File: src/hdl/iq_packet_deframer_dc_remove_assert.svh
// Assertion macros for the I/Q deframer with DC removal.
`ifndef IQ_PACKET_DEFRAMER_DC_REMOVE_ASSERT_SVH
`define IQ_PACKET_DEFRAMER_DC_REMOVE_ASSERT_SVH

`ifndef NO_ASSERTIONS
// clocked on clk, quiet while arst_n is low
`define IQDFDC_ASSERT(lbl, prop, msg) \
	lbl: assert property (@(posedge clk) disable iff (!arst_n) prop) else $error(msg);
// clocked on clk, checked during reset too
`define IQDFDC_ASSERT_ALWAYS(lbl, prop, msg) \
	lbl: assert property (@(posedge clk) prop) else $error(msg);
`else
`define IQDFDC_ASSERT(lbl, prop, msg)
`define IQDFDC_ASSERT_ALWAYS(lbl, prop, msg)
`endif

`endif

File: src/hdl/iqdfdc_pkg.sv
// Types and constants for the I/Q deframer with DC removal.
`timescale 1ns / 1ps
package iqdfdc_pkg;

	localparam logic [10:0] PACKET_BYTES       = 11'd1028;
	localparam logic [21:0] SAMPLE_RATE_RESET  = 22'd48000;

	localparam int RATE_W    = 22;
	localparam int COUNT_W   = 23;
	localparam int SUM_W     = 56;
	localparam int AVG_W     = 32;
	localparam int DIV_STEPS = SUM_W;
	localparam int DIV_CNT_W = $clog2(DIV_STEPS);

	typedef enum logic {
		OP_HEADER = 1'b0,
		OP_SAMPLE = 1'b1
	} opcode_t;

	typedef enum logic {
		KIND_STATUS = 1'b0,
		KIND_SAMPLE = 1'b1
	} kind_t;

	typedef enum logic {
		REG_SAMPLE_RATE = 1'b0,
		REG_REMOVE_DC   = 1'b1
	} reg_idx_t;

	typedef enum logic [2:0] {
		ST_IDLE,
		ST_HDR,
		ST_DC,
		ST_ACC_Q,
		ST_DIV_LOAD,
		ST_DIV_STEP,
		ST_DIV_END,
		ST_OUT
	} state_t;

endpackage

File: src/hdl/iqdfdc_if.sv
// Request channels: deframer input items and result items.
`timescale 1ns / 1ps
interface iqdfdc_in_if;
	logic               valid;
	logic               ready;
	logic               opcode;
	logic [10:0]        payload_length;
	logic [15:0]        sequence_req;
	logic               key_down;
	logic signed [15:0] sample_i;
	logic signed [15:0] sample_q;

	modport source (
		output valid, opcode, payload_length, sequence_req, key_down, sample_i, sample_q,
		input  ready
	);
	modport sink (
		input  valid, opcode, payload_length, sequence_req, key_down, sample_i, sample_q,
		output ready
	);
endinterface

interface iqdfdc_out_if;
	logic               valid;
	logic               ready;
	logic               result_kind;
	logic signed [32:0] out_i;
	logic signed [32:0] out_q;
	logic               packet_ok;
	logic               sequence_ok;
	logic [31:0]        read_errors;

	modport source (
		output valid, result_kind, out_i, out_q, packet_ok, sequence_ok, read_errors,
		input  ready
	);
	modport sink (
		input  valid, result_kind, out_i, out_q, packet_ok, sequence_ok, read_errors,
		output ready
	);
endinterface

File: src/hdl/iq_packet_deframer_dc_remove.sv
// Top level: receiver packet deframer with sequence check and DC offset removal.
//
// One request at a time. A header goes through the header check to the output;
// a sample accumulates I, then Q (once settled, with the key up), through one shared
// 56-bit adder, and a dropped sample returns to idle. When the averaging window
// closes, both averages come from one restoring divider, one quotient bit a cycle,
// before that sample's result. A finished result sits in the output register, and
// the next request is taken while it waits; the block stalls only if a second
// result is ready first. State clears at reset; there is no clearing pass.
`timescale 1ns / 1ps
`include "iq_packet_deframer_dc_remove_assert.svh"
module iq_packet_deframer_dc_remove (
	input  logic                clk,
	input  logic                arst_n,
	input  logic                psel,
	input  logic                penable,
	input  logic                pwrite,
	input  logic [2:0]          paddr,
	input  logic [31:0]         pwdata,
	output logic [31:0]         prdata,
	output logic                pready,
	iqdfdc_in_if.sink           in_ch,
	iqdfdc_out_if.source        out_ch
);
	import iqdfdc_pkg::*;

	state_t state_q, state_d;

	// config
	logic [RATE_W-1:0] sample_rate_q;
	logic              remove_dc_q;
	logic              cfg_wr;

	// latched request
	logic               opcode_q;
	logic [10:0]        length_q;
	logic [15:0]        seq_q;
	logic               key_in_q;
	logic signed [15:0] smp_i_q;
	logic signed [15:0] smp_q_q;

	// tracking state
	logic [15:0]              exp_seq_q;
	logic                     packet_good_q;
	logic                     seq_ok_q;
	logic                     key_latched_q;
	logic [31:0]              err_cnt_q;
	logic [RATE_W-1:0]        settle_q;
	logic signed [SUM_W-1:0]  sum_i_q;
	logic signed [SUM_W-1:0]  sum_q_q;
	logic [COUNT_W-1:0]       dc_count_q;
	logic signed [AVG_W-1:0]  avg_i_q;
	logic signed [AVG_W-1:0]  avg_q_q;

	// divider
	logic                     div_sel_q;
	logic                     div_neg_q;
	logic [SUM_W-1:0]         div_num_q;
	logic [COUNT_W-1:0]       div_rem_q;
	logic [DIV_CNT_W-1:0]     div_cnt_q;
	logic [COUNT_W:0]         div_rem_sh;
	logic                     div_ge;
	logic [COUNT_W:0]         div_diff;
	logic signed [SUM_W-1:0]  div_src;
	logic [SUM_W-1:0]         div_abs;
	logic [AVG_W-1:0]         div_quo;

	// shared accumulate adder
	logic signed [31:0]       x_i, x_q;
	logic signed [SUM_W-1:0]  acc_a, acc_b, acc_sum;

	// control
	logic in_take, out_free, load_out, settling, window_full;
	logic signed [32:0] res_i, res_q;

	// output register
	logic               out_valid_q;
	logic               kind_q;
	logic signed [32:0] out_i_q, out_q_q;
	logic               pkt_ok_out_q, seq_ok_out_q;
	logic [31:0]        errors_out_q;

	// APB
	assign pready = 1'b1;
	assign cfg_wr = psel && penable && pwrite && pready;

	always_comb begin
		unique case (reg_idx_t'(paddr[2]))
			REG_SAMPLE_RATE: prdata = {{(32 - RATE_W){1'b0}}, sample_rate_q};
			REG_REMOVE_DC:   prdata = {31'd0, remove_dc_q};
			default:         prdata = 32'd0;
		endcase
	end

	always_ff @(posedge clk or negedge arst_n) begin
		if (!arst_n) begin
			sample_rate_q <= SAMPLE_RATE_RESET;
			remove_dc_q   <= 1'b0;
		end else if (cfg_wr) begin
			unique case (reg_idx_t'(paddr[2]))
				REG_SAMPLE_RATE: sample_rate_q <= pwdata[RATE_W-1:0];
				REG_REMOVE_DC:   remove_dc_q   <= pwdata[0];
				default:         ;
			endcase
		end
	end

	// datapath helpers
	assign x_i = {smp_i_q, 16'h0000};
	assign x_q = {smp_q_q, 16'h0000};

	assign acc_a   = (state_q == ST_DC) ? sum_i_q : sum_q_q;
	assign acc_b   = (state_q == ST_DC) ? SUM_W'(x_i) : SUM_W'(x_q);
	assign acc_sum = acc_a + acc_b;

	assign settling    = {1'b0, settle_q} < {1'b0, sample_rate_q};
	assign window_full = dc_count_q > {sample_rate_q, 1'b0};

	assign div_src    = div_sel_q ? sum_q_q : sum_i_q;
	assign div_abs    = div_src[SUM_W-1] ? SUM_W'(-div_src) : SUM_W'(div_src);
	assign div_rem_sh = {div_rem_q, div_num_q[SUM_W-1]};
	assign div_ge     = div_rem_sh >= {1'b0, dc_count_q};
	assign div_diff   = div_rem_sh - {1'b0, dc_count_q};
	assign div_quo    = div_neg_q ? (~div_num_q[AVG_W-1:0] + AVG_W'(1)) : div_num_q[AVG_W-1:0];

	assign res_i = 33'(x_i) - (remove_dc_q ? 33'(avg_i_q) : 33'sd0);
	assign res_q = 33'(x_q) - (remove_dc_q ? 33'(avg_q_q) : 33'sd0);

	// next state
	always_comb begin
		state_d = state_q;
		unique case (state_q)
			ST_IDLE: begin
				if (in_ch.valid)
					state_d = (opcode_t'(in_ch.opcode) == OP_HEADER) ? ST_HDR : ST_DC;
			end
			ST_HDR: state_d = ST_OUT;
			ST_DC: begin
				if (!packet_good_q)
					state_d = ST_IDLE;
				else if (key_latched_q || settling)
					state_d = ST_OUT;
				else
					state_d = ST_ACC_Q;
			end
			ST_ACC_Q:    state_d = window_full ? ST_DIV_LOAD : ST_OUT;
			ST_DIV_LOAD: state_d = ST_DIV_STEP;
			ST_DIV_STEP: begin
				if (div_cnt_q == DIV_CNT_W'(DIV_STEPS - 1))
					state_d = ST_DIV_END;
			end
			ST_DIV_END: state_d = div_sel_q ? ST_OUT : ST_DIV_LOAD;
			ST_OUT: begin
				if (out_free)
					state_d = ST_IDLE;
			end
			default: state_d = ST_IDLE;
		endcase
	end

	// outputs of the sequencer
	always_comb begin
		out_free    = !out_valid_q || out_ch.ready;
		in_ch.ready = 1'b0;
		load_out    = 1'b0;
		unique case (state_q)
			ST_IDLE: in_ch.ready = 1'b1;
			ST_OUT:  load_out    = out_free;
			default: ;
		endcase
	end

	assign in_take = in_ch.valid && in_ch.ready;

	always_ff @(posedge clk or negedge arst_n) begin
		if (!arst_n)
			state_q <= ST_IDLE;
		else
			state_q <= state_d;
	end

	always_ff @(posedge clk) begin
		if (in_take) begin
			opcode_q <= in_ch.opcode;
			length_q <= in_ch.payload_length;
			seq_q    <= in_ch.sequence_req;
			key_in_q <= in_ch.key_down;
			smp_i_q  <= in_ch.sample_i;
			smp_q_q  <= in_ch.sample_q;
		end
	end

	// header check and DC tracking
	always_ff @(posedge clk or negedge arst_n) begin
		if (!arst_n) begin
			exp_seq_q     <= '0;
			packet_good_q <= 1'b0;
			seq_ok_q      <= 1'b0;
			key_latched_q <= 1'b0;
			err_cnt_q     <= '0;
			settle_q      <= '0;
			sum_i_q       <= '0;
			sum_q_q       <= '0;
			dc_count_q    <= '0;
			avg_i_q       <= '0;
			avg_q_q       <= '0;
			div_sel_q     <= 1'b0;
			div_cnt_q     <= '0;
		end else begin
			case (state_q)
				ST_HDR: begin
					key_latched_q <= key_in_q;
					seq_ok_q      <= 1'b0;
					if (length_q != PACKET_BYTES) begin
						packet_good_q <= 1'b0;
						err_cnt_q     <= err_cnt_q + 32'd1;
					end else begin
						packet_good_q <= 1'b1;
						exp_seq_q     <= seq_q + 16'd1;
						if (seq_q == exp_seq_q)
							seq_ok_q <= 1'b1;
						else
							err_cnt_q <= err_cnt_q + 32'd1;
					end
				end
				ST_DC: begin
					if (packet_good_q) begin
						if (key_latched_q) begin
							settle_q   <= '0;
							sum_i_q    <= '0;
							sum_q_q    <= '0;
							dc_count_q <= '0;
						end else if (settling) begin
							settle_q <= settle_q + RATE_W'(1);
						end else begin
							dc_count_q <= dc_count_q + COUNT_W'(1);
							sum_i_q    <= acc_sum;
						end
					end
				end
				ST_ACC_Q: sum_q_q <= acc_sum;
				ST_DIV_LOAD: div_cnt_q <= '0;
				ST_DIV_STEP: div_cnt_q <= div_cnt_q + DIV_CNT_W'(1);
				ST_DIV_END: begin
					if (div_sel_q) begin
						avg_q_q    <= div_quo;
						sum_i_q    <= '0;
						sum_q_q    <= '0;
						dc_count_q <= '0;
						div_sel_q  <= 1'b0;
					end else begin
						avg_i_q   <= div_quo;
						div_sel_q <= 1'b1;
					end
				end
				default: ;
			endcase
		end
	end

	// restoring divider, one quotient bit a cycle
	always_ff @(posedge clk) begin
		case (state_q)
			ST_DIV_LOAD: begin
				div_num_q <= div_abs;
				div_neg_q <= div_src[SUM_W-1];
				div_rem_q <= '0;
			end
			ST_DIV_STEP: begin
				div_num_q <= {div_num_q[SUM_W-2:0], div_ge};
				div_rem_q <= div_ge ? div_diff[COUNT_W-1:0] : div_rem_sh[COUNT_W-1:0];
			end
			default: ;
		endcase
	end

	// output register
	always_ff @(posedge clk or negedge arst_n) begin
		if (!arst_n)
			out_valid_q <= 1'b0;
		else if (load_out)
			out_valid_q <= 1'b1;
		else if (out_ch.ready)
			out_valid_q <= 1'b0;
	end

	always_ff @(posedge clk) begin
		if (load_out) begin
			errors_out_q <= err_cnt_q;
			if (opcode_t'(opcode_q) == OP_HEADER) begin
				kind_q       <= KIND_STATUS;
				out_i_q      <= '0;
				out_q_q      <= '0;
				pkt_ok_out_q <= packet_good_q;
				seq_ok_out_q <= seq_ok_q;
			end else begin
				kind_q       <= KIND_SAMPLE;
				out_i_q      <= res_i;
				out_q_q      <= res_q;
				pkt_ok_out_q <= 1'b0;
				seq_ok_out_q <= 1'b0;
			end
		end
	end

	assign out_ch.valid       = out_valid_q;
	assign out_ch.result_kind = kind_q;
	assign out_ch.out_i       = out_i_q;
	assign out_ch.out_q       = out_q_q;
	assign out_ch.packet_ok   = pkt_ok_out_q;
	assign out_ch.sequence_ok = seq_ok_out_q;
	assign out_ch.read_errors = errors_out_q;

	`IQDFDC_ASSERT(a_busy_after_take, (in_ch.valid && in_ch.ready) |=> !in_ch.ready, "request taken while busy")
	`IQDFDC_ASSERT(a_div_bound, (state_q == ST_DIV_STEP) |-> (div_cnt_q <= DIV_CNT_W'(DIV_STEPS - 1)), "divider overran")
	`IQDFDC_ASSERT(a_window_clear, (state_q == ST_DIV_END && div_sel_q) |=> (dc_count_q == '0 && !div_sel_q), "window not cleared")
	`IQDFDC_ASSERT(a_out_hold, (state_q == ST_OUT && out_valid_q && !out_ch.ready) |=> (state_q == ST_OUT && out_valid_q), "result overwritten")
	`IQDFDC_ASSERT_ALWAYS(a_rst_idle, !arst_n |-> (state_q == ST_IDLE && !out_valid_q), "not idle in reset")

endmodule

File: src/flat_wrapper.sv
// flat-port wrapper written by rule: the top's interface ports become plain ports
module iq_packet_deframer_dc_remove_flat import iqdfdc_pkg::*;
  (clk, arst_n, psel, penable, pwrite, paddr, pwdata, prdata, pready, in_ch_valid, in_ch_opcode, in_ch_payload_length, in_ch_sequence_req, in_ch_key_down, in_ch_sample_i, in_ch_sample_q, in_ch_ready, out_ch_valid, out_ch_result_kind, out_ch_out_i, out_ch_out_q, out_ch_packet_ok, out_ch_sequence_ok, out_ch_read_errors, out_ch_ready);
  iqdfdc_in_if in_ch_i ();
  iqdfdc_out_if out_ch_i ();
  input  logic clk;
  input  logic arst_n;
  input  logic psel;
  input  logic penable;
  input  logic pwrite;
  input  logic [2:0] paddr;
  input  logic [31:0] pwdata;
  output logic [31:0] prdata;
  output logic pready;
  input wire logic [$bits(in_ch_i.valid)-1:0] in_ch_valid;
  input wire logic [$bits(in_ch_i.opcode)-1:0] in_ch_opcode;
  input wire logic [$bits(in_ch_i.payload_length)-1:0] in_ch_payload_length;
  input wire logic [$bits(in_ch_i.sequence_req)-1:0] in_ch_sequence_req;
  input wire logic [$bits(in_ch_i.key_down)-1:0] in_ch_key_down;
  input wire logic [$bits(in_ch_i.sample_i)-1:0] in_ch_sample_i;
  input wire logic [$bits(in_ch_i.sample_q)-1:0] in_ch_sample_q;
  output wire logic [$bits(in_ch_i.ready)-1:0] in_ch_ready;
  output wire logic [$bits(out_ch_i.valid)-1:0] out_ch_valid;
  output wire logic [$bits(out_ch_i.result_kind)-1:0] out_ch_result_kind;
  output wire logic [$bits(out_ch_i.out_i)-1:0] out_ch_out_i;
  output wire logic [$bits(out_ch_i.out_q)-1:0] out_ch_out_q;
  output wire logic [$bits(out_ch_i.packet_ok)-1:0] out_ch_packet_ok;
  output wire logic [$bits(out_ch_i.sequence_ok)-1:0] out_ch_sequence_ok;
  output wire logic [$bits(out_ch_i.read_errors)-1:0] out_ch_read_errors;
  input wire logic [$bits(out_ch_i.ready)-1:0] out_ch_ready;
  assign in_ch_i.valid = in_ch_valid;
  assign in_ch_i.opcode = in_ch_opcode;
  assign in_ch_i.payload_length = in_ch_payload_length;
  assign in_ch_i.sequence_req = in_ch_sequence_req;
  assign in_ch_i.key_down = in_ch_key_down;
  assign in_ch_i.sample_i = in_ch_sample_i;
  assign in_ch_i.sample_q = in_ch_sample_q;
  assign in_ch_ready = in_ch_i.ready;
  assign out_ch_valid = out_ch_i.valid;
  assign out_ch_result_kind = out_ch_i.result_kind;
  assign out_ch_out_i = out_ch_i.out_i;
  assign out_ch_out_q = out_ch_i.out_q;
  assign out_ch_packet_ok = out_ch_i.packet_ok;
  assign out_ch_sequence_ok = out_ch_i.sequence_ok;
  assign out_ch_read_errors = out_ch_i.read_errors;
  assign out_ch_i.ready = out_ch_ready;
  iq_packet_deframer_dc_remove u_core (.clk(clk), .arst_n(arst_n), .psel(psel), .penable(penable), .pwrite(pwrite), .paddr(paddr), .pwdata(pwdata), .prdata(prdata), .pready(pready), .in_ch(in_ch_i), .out_ch(out_ch_i));
endmodule
File: config.mk
export PLATFORM = sky130hd
export DESIGN_NAME = iq_packet_deframer_dc_remove_flat
export DESIGN_NICKNAME = d
export VERILOG_FILES = /design/src/hdl/iqdfdc_pkg.sv /design/src/hdl/iqdfdc_if.sv /design/src/hdl/iq_packet_deframer_dc_remove.sv /design/src/flat_wrapper.sv
export VERILOG_INCLUDE_DIRS = /design/src /design/src/hdl
export SDC_FILE = /design/constraint.sdc
export NUM_CORES = 1
export LEC_CHECK = 0
export ABC_AREA = 1
export BUFFER_PORTS_ARGS = -buffer_cell sky130_fd_sc_hd__buf_2
export CELL_PAD_IN_SITES_DETAIL_PLACEMENT = 1
export CELL_PAD_IN_SITES_GLOBAL_PLACEMENT = 1
export CORE_MARGIN = 1
export CORE_UTILIZATION = 49
export DETAILED_ROUTE_END_ITERATION = 10
export PLACE_DENSITY = 0.89
export SLEW_MARGIN = 10
export SYNTH_ARGS = -nofsm -noshare
export SYNTH_HDL_FRONTEND = slang
export SYNTH_SLANG_ARGS = --single-unit
File: constraint.sdc
create_clock -name clk -period 9.8 [get_ports clk]
set_input_delay 1.47 -clock clk [delete_from_list [all_inputs] [get_ports clk]]
set_output_delay 1.47 -clock clk [all_outputs]
set_load 0.01 [all_outputs]
==> results.tsv <==
metric	value	unit
status	complete, no violations	
htree_levels	3	
num_rows	97	
drt_first_iter_violations	2627	
syn_area	0.0348	mm2
overflow	0	
drc	0	
antenna_found_initial	1	
slew_viol_final	0	
p_per_area	328	mW/mm2
clockRootBuffer	clkbuf_16	
via_count	33500	
die_area	0.0722	mm2
place_congestion	0.960	
grt_pass1_vias	34900	
rrSetupSlack	5.17	ns
rsz0062_at_grt	no	
io_pins	239	
numCtsBuffers	66	
hold_class	register to register	
syn_to_final_growth	11.7	%
syn_area_per_cell	7.47	um2
synth_ff_type	dfrtp_1	
endpoint	u_core.sum_i_q[42]	
ir_drop	187	uV
synthArstFlopShare	55.8	%
dpl.hpwl	88.1	mm
cp_data_arrival_time	5.09	ns
via_per_inst	5.74	
clock_latency	0.63	ns
coreArea	0.0701	mm2
slew_headroom	20.9	%
ys_ff_latch	548	
drv_cap	0	
nFillCells	8914	
diodes	0	
finClkSkew	0.0254	ns
post-cts-setup-buffers	0	
start_util	49.7	%
grt.total_usage	33.6	%
synth_mux_area_share	0	%
fin_crit	4.63	ns
clock-sinks	548	
grt_max_degree	96	
synth.distinct_cells	60	
yosysSeqAreaShare	42.9	%
cts_tree	done	
synth_edf_count	242	
synthSimpleGateAreaFrac	29.4	%
post-route-period-util	47.3	%
worstPathRequired	10.25	ns
critPathCaptureType	register	
cts.path.max_buffers	3	
finalWirelength	121	mm
reg2reg_depth	19	
clkTransAtPathRegs	0.06	ns
postRouteAntennaNets	0	
critPathMaxFanout	55	
syn_inst	4665	
synth_xor_area_share	3.95	%
postCtsHoldBufs	0	
final-setup-viol-count	0	
drtPass1Iterations	6	
worst_slew_pin_slew	1.18	ns
fp.dieW	269	um
holdWs	0.473	ns
final_common_cell	nand2_1	
critPathLaunchType	register	
fin_nets	5091	
setup_tns	0	ns
leakage	18.5	nW
fmaxAchievable	216	MHz
yosysWarnings	0	
synthAdderAreaFrac	5.36	%
grt_pass1_wl	190	mm
drive_gt1_share	9.01	%
crit_start	u_core.state_q[0]	
cts_resized	0	
synth_top_family_by_area	simple AND/OR/NAND/NOR gates	
synth_compound_area_share	11.4	%
port_buffers	215	
die_height	269	um
wl_per_cell	20.7	um
timing.rr.start	u_core.state_q[0]	
critical_path_class	register to register	
r2r-end	u_core.sum_i_q[42]	
layout_common_cells	nand2_1, nor2_1, inv_1	
hold_violations	0	
-- through the flow --
step / std cells / setup WS, ns / power [mW] / instance area [um2] / util, %
6_report: 5833 / 5.17 / 12.8 / 38900 / 55.5
5_1_grt: 5833 / 4.93 / 13.6 / 38900 / 55.5
4_1_cts: 5833 / 5.33 / 12.7 / 38900 / 55.5
3_5_place_dp: 5712 / 5.37 / 10.0 / 36600 / 52.2
3_3_place_gp: 5712 / 5.56 / 9.72 / 36600 / 52.2
2_1_floorplan: 4674 / 3.53 / 8.08 / 34900 / -
-- power breakdown --
group          internal (mW)  switching (mW)  leakage [nW]  total [mW]
combinational           1.88            4.58          11.1        6.46
clock                   1.56            1.05          1.13        2.61
sequential              3.25           0.444          6.32        3.70
-- sequential cells by signal (all words and copies together) (netlist names), 3 cells and up --
signal,cells
u_core.div_num_q,56
u_core.sum_i_q,56
u_core.sum_q_q,56
u_core.out_ch.out_i,33
u_core.out_ch.out_q,33
u_core.avg_i_q,32
u_core.avg_q_q,32
u_core.err_cnt_q,32
u_core.out_ch.read_errors,32
u_core.dc_count_q,23
u_core.div_rem_q,23
u_core.sample_rate_q,22
u_core.settle_q,22
u_core.exp_seq_q,16
u_core.seq_q,16
u_core.smp_i_q,16
u_core.smp_q_q,16
u_core.length_q,11
u_core.div_cnt_q,6
u_core.state_q,3
-- kinds of logic (layout without fill, tap and decap cells) --
logic type                 Yosys count  in the layout
AOI/OAI and AO/OA                  724            724
xor gates and xnor gates           157            157
adders and majority gates          148            148
buffers and inverters              594            813
DFF                                548            548
other                                2             11
and+or+nand+nor                   2492           2492
-- Yosys cell counts (57+ instances only) --
cell type	instances	area [um2]
a21oi_1	230	1150
clkbuf_1	64	240
dfrtp_1	299	7480
edfxtp_1	242	7270
ha_1	146	1830
inv_1	426	1600
nand2_1	1548	5810
nand3_1	218	1090
nand4_1	79	494
nor2_1	482	1810
nor3_1	70	350
o21ai_0	280	1400
o21ai_1	60	300
o22ai_1	57	357
xor2_1	103	902
-- layout make-up --
cell class	count	area (um2)	area share (%)
Multi-Input combinational cell	3532	17500	45.0
Sequential cell	548	14900	38.4
Clock buffer	90	1940	4.98
Inverter	448	1690	4.34
Timing Repair Buffer	244	1300	3.35
Tap cell	940	1180	3.02
Clock inverter	31	367	0.942
-- how the worst min path moves through the flow --
| stage | endpoint | startpoint | depth (start not counted) | slack [ns] |
|---|---|---|---|---|
| floorplan | u_core.out_ch.result_kind | u_core.opcode_q | 0 | 0.42 |
| global placement | u_core.out_ch.read_errors[1] | u_core.err_cnt_q[1] | 0 | 0.46 |
| detailed placement | u_core.sum_i_q[43] | u_core.sum_i_q[43] | 2 | 0.47 |
| CTS | u_core.sum_i_q[43] | u_core.sum_i_q[43] | 2 | 0.48 |
| global route | u_core.avg_i_q[16] | u_core.avg_i_q[16] | 2 | 0.50 |
| finish | u_core.sum_i_q[43] | u_core.sum_i_q[43] | 2 | 0.47 |
-- layer usage --
layer  global-route usage, %  part of all wire (%)  up-vias  routed length, um
met5                       0                 0.011        -                 13
met4                    14.2                   4.2        2               5070
met3                    4.16                   5.3      296               6410
met2                    57.4                    49     1028              58500
met1                    42.8                    42    16500              50600
li1                        -                     -    15600                  -
-- worst max-delay path, cell delays in order (launching register included) --
cell and delay (ns):
dfrtp_1 0.47, nor2_4 0.20, nand2_4 0.35, inv_1 0.14
buf_4 0.33, nand2_1 0.09, nand2_1 0.12, ha_1 0.40
fa_1 0.42, nand3_1 0.14, nand3_1 0.24, nand2_1 0.11
nand2_1 0.23, nand2_1 0.08, o21ai_0 0.51, nand2_1 0.15
nand3_1 0.12, nand2_1 0.15, nand2_1 0.10, o21ai_0 0.09
No activity file was read; power rests on OpenSTA's default activity.
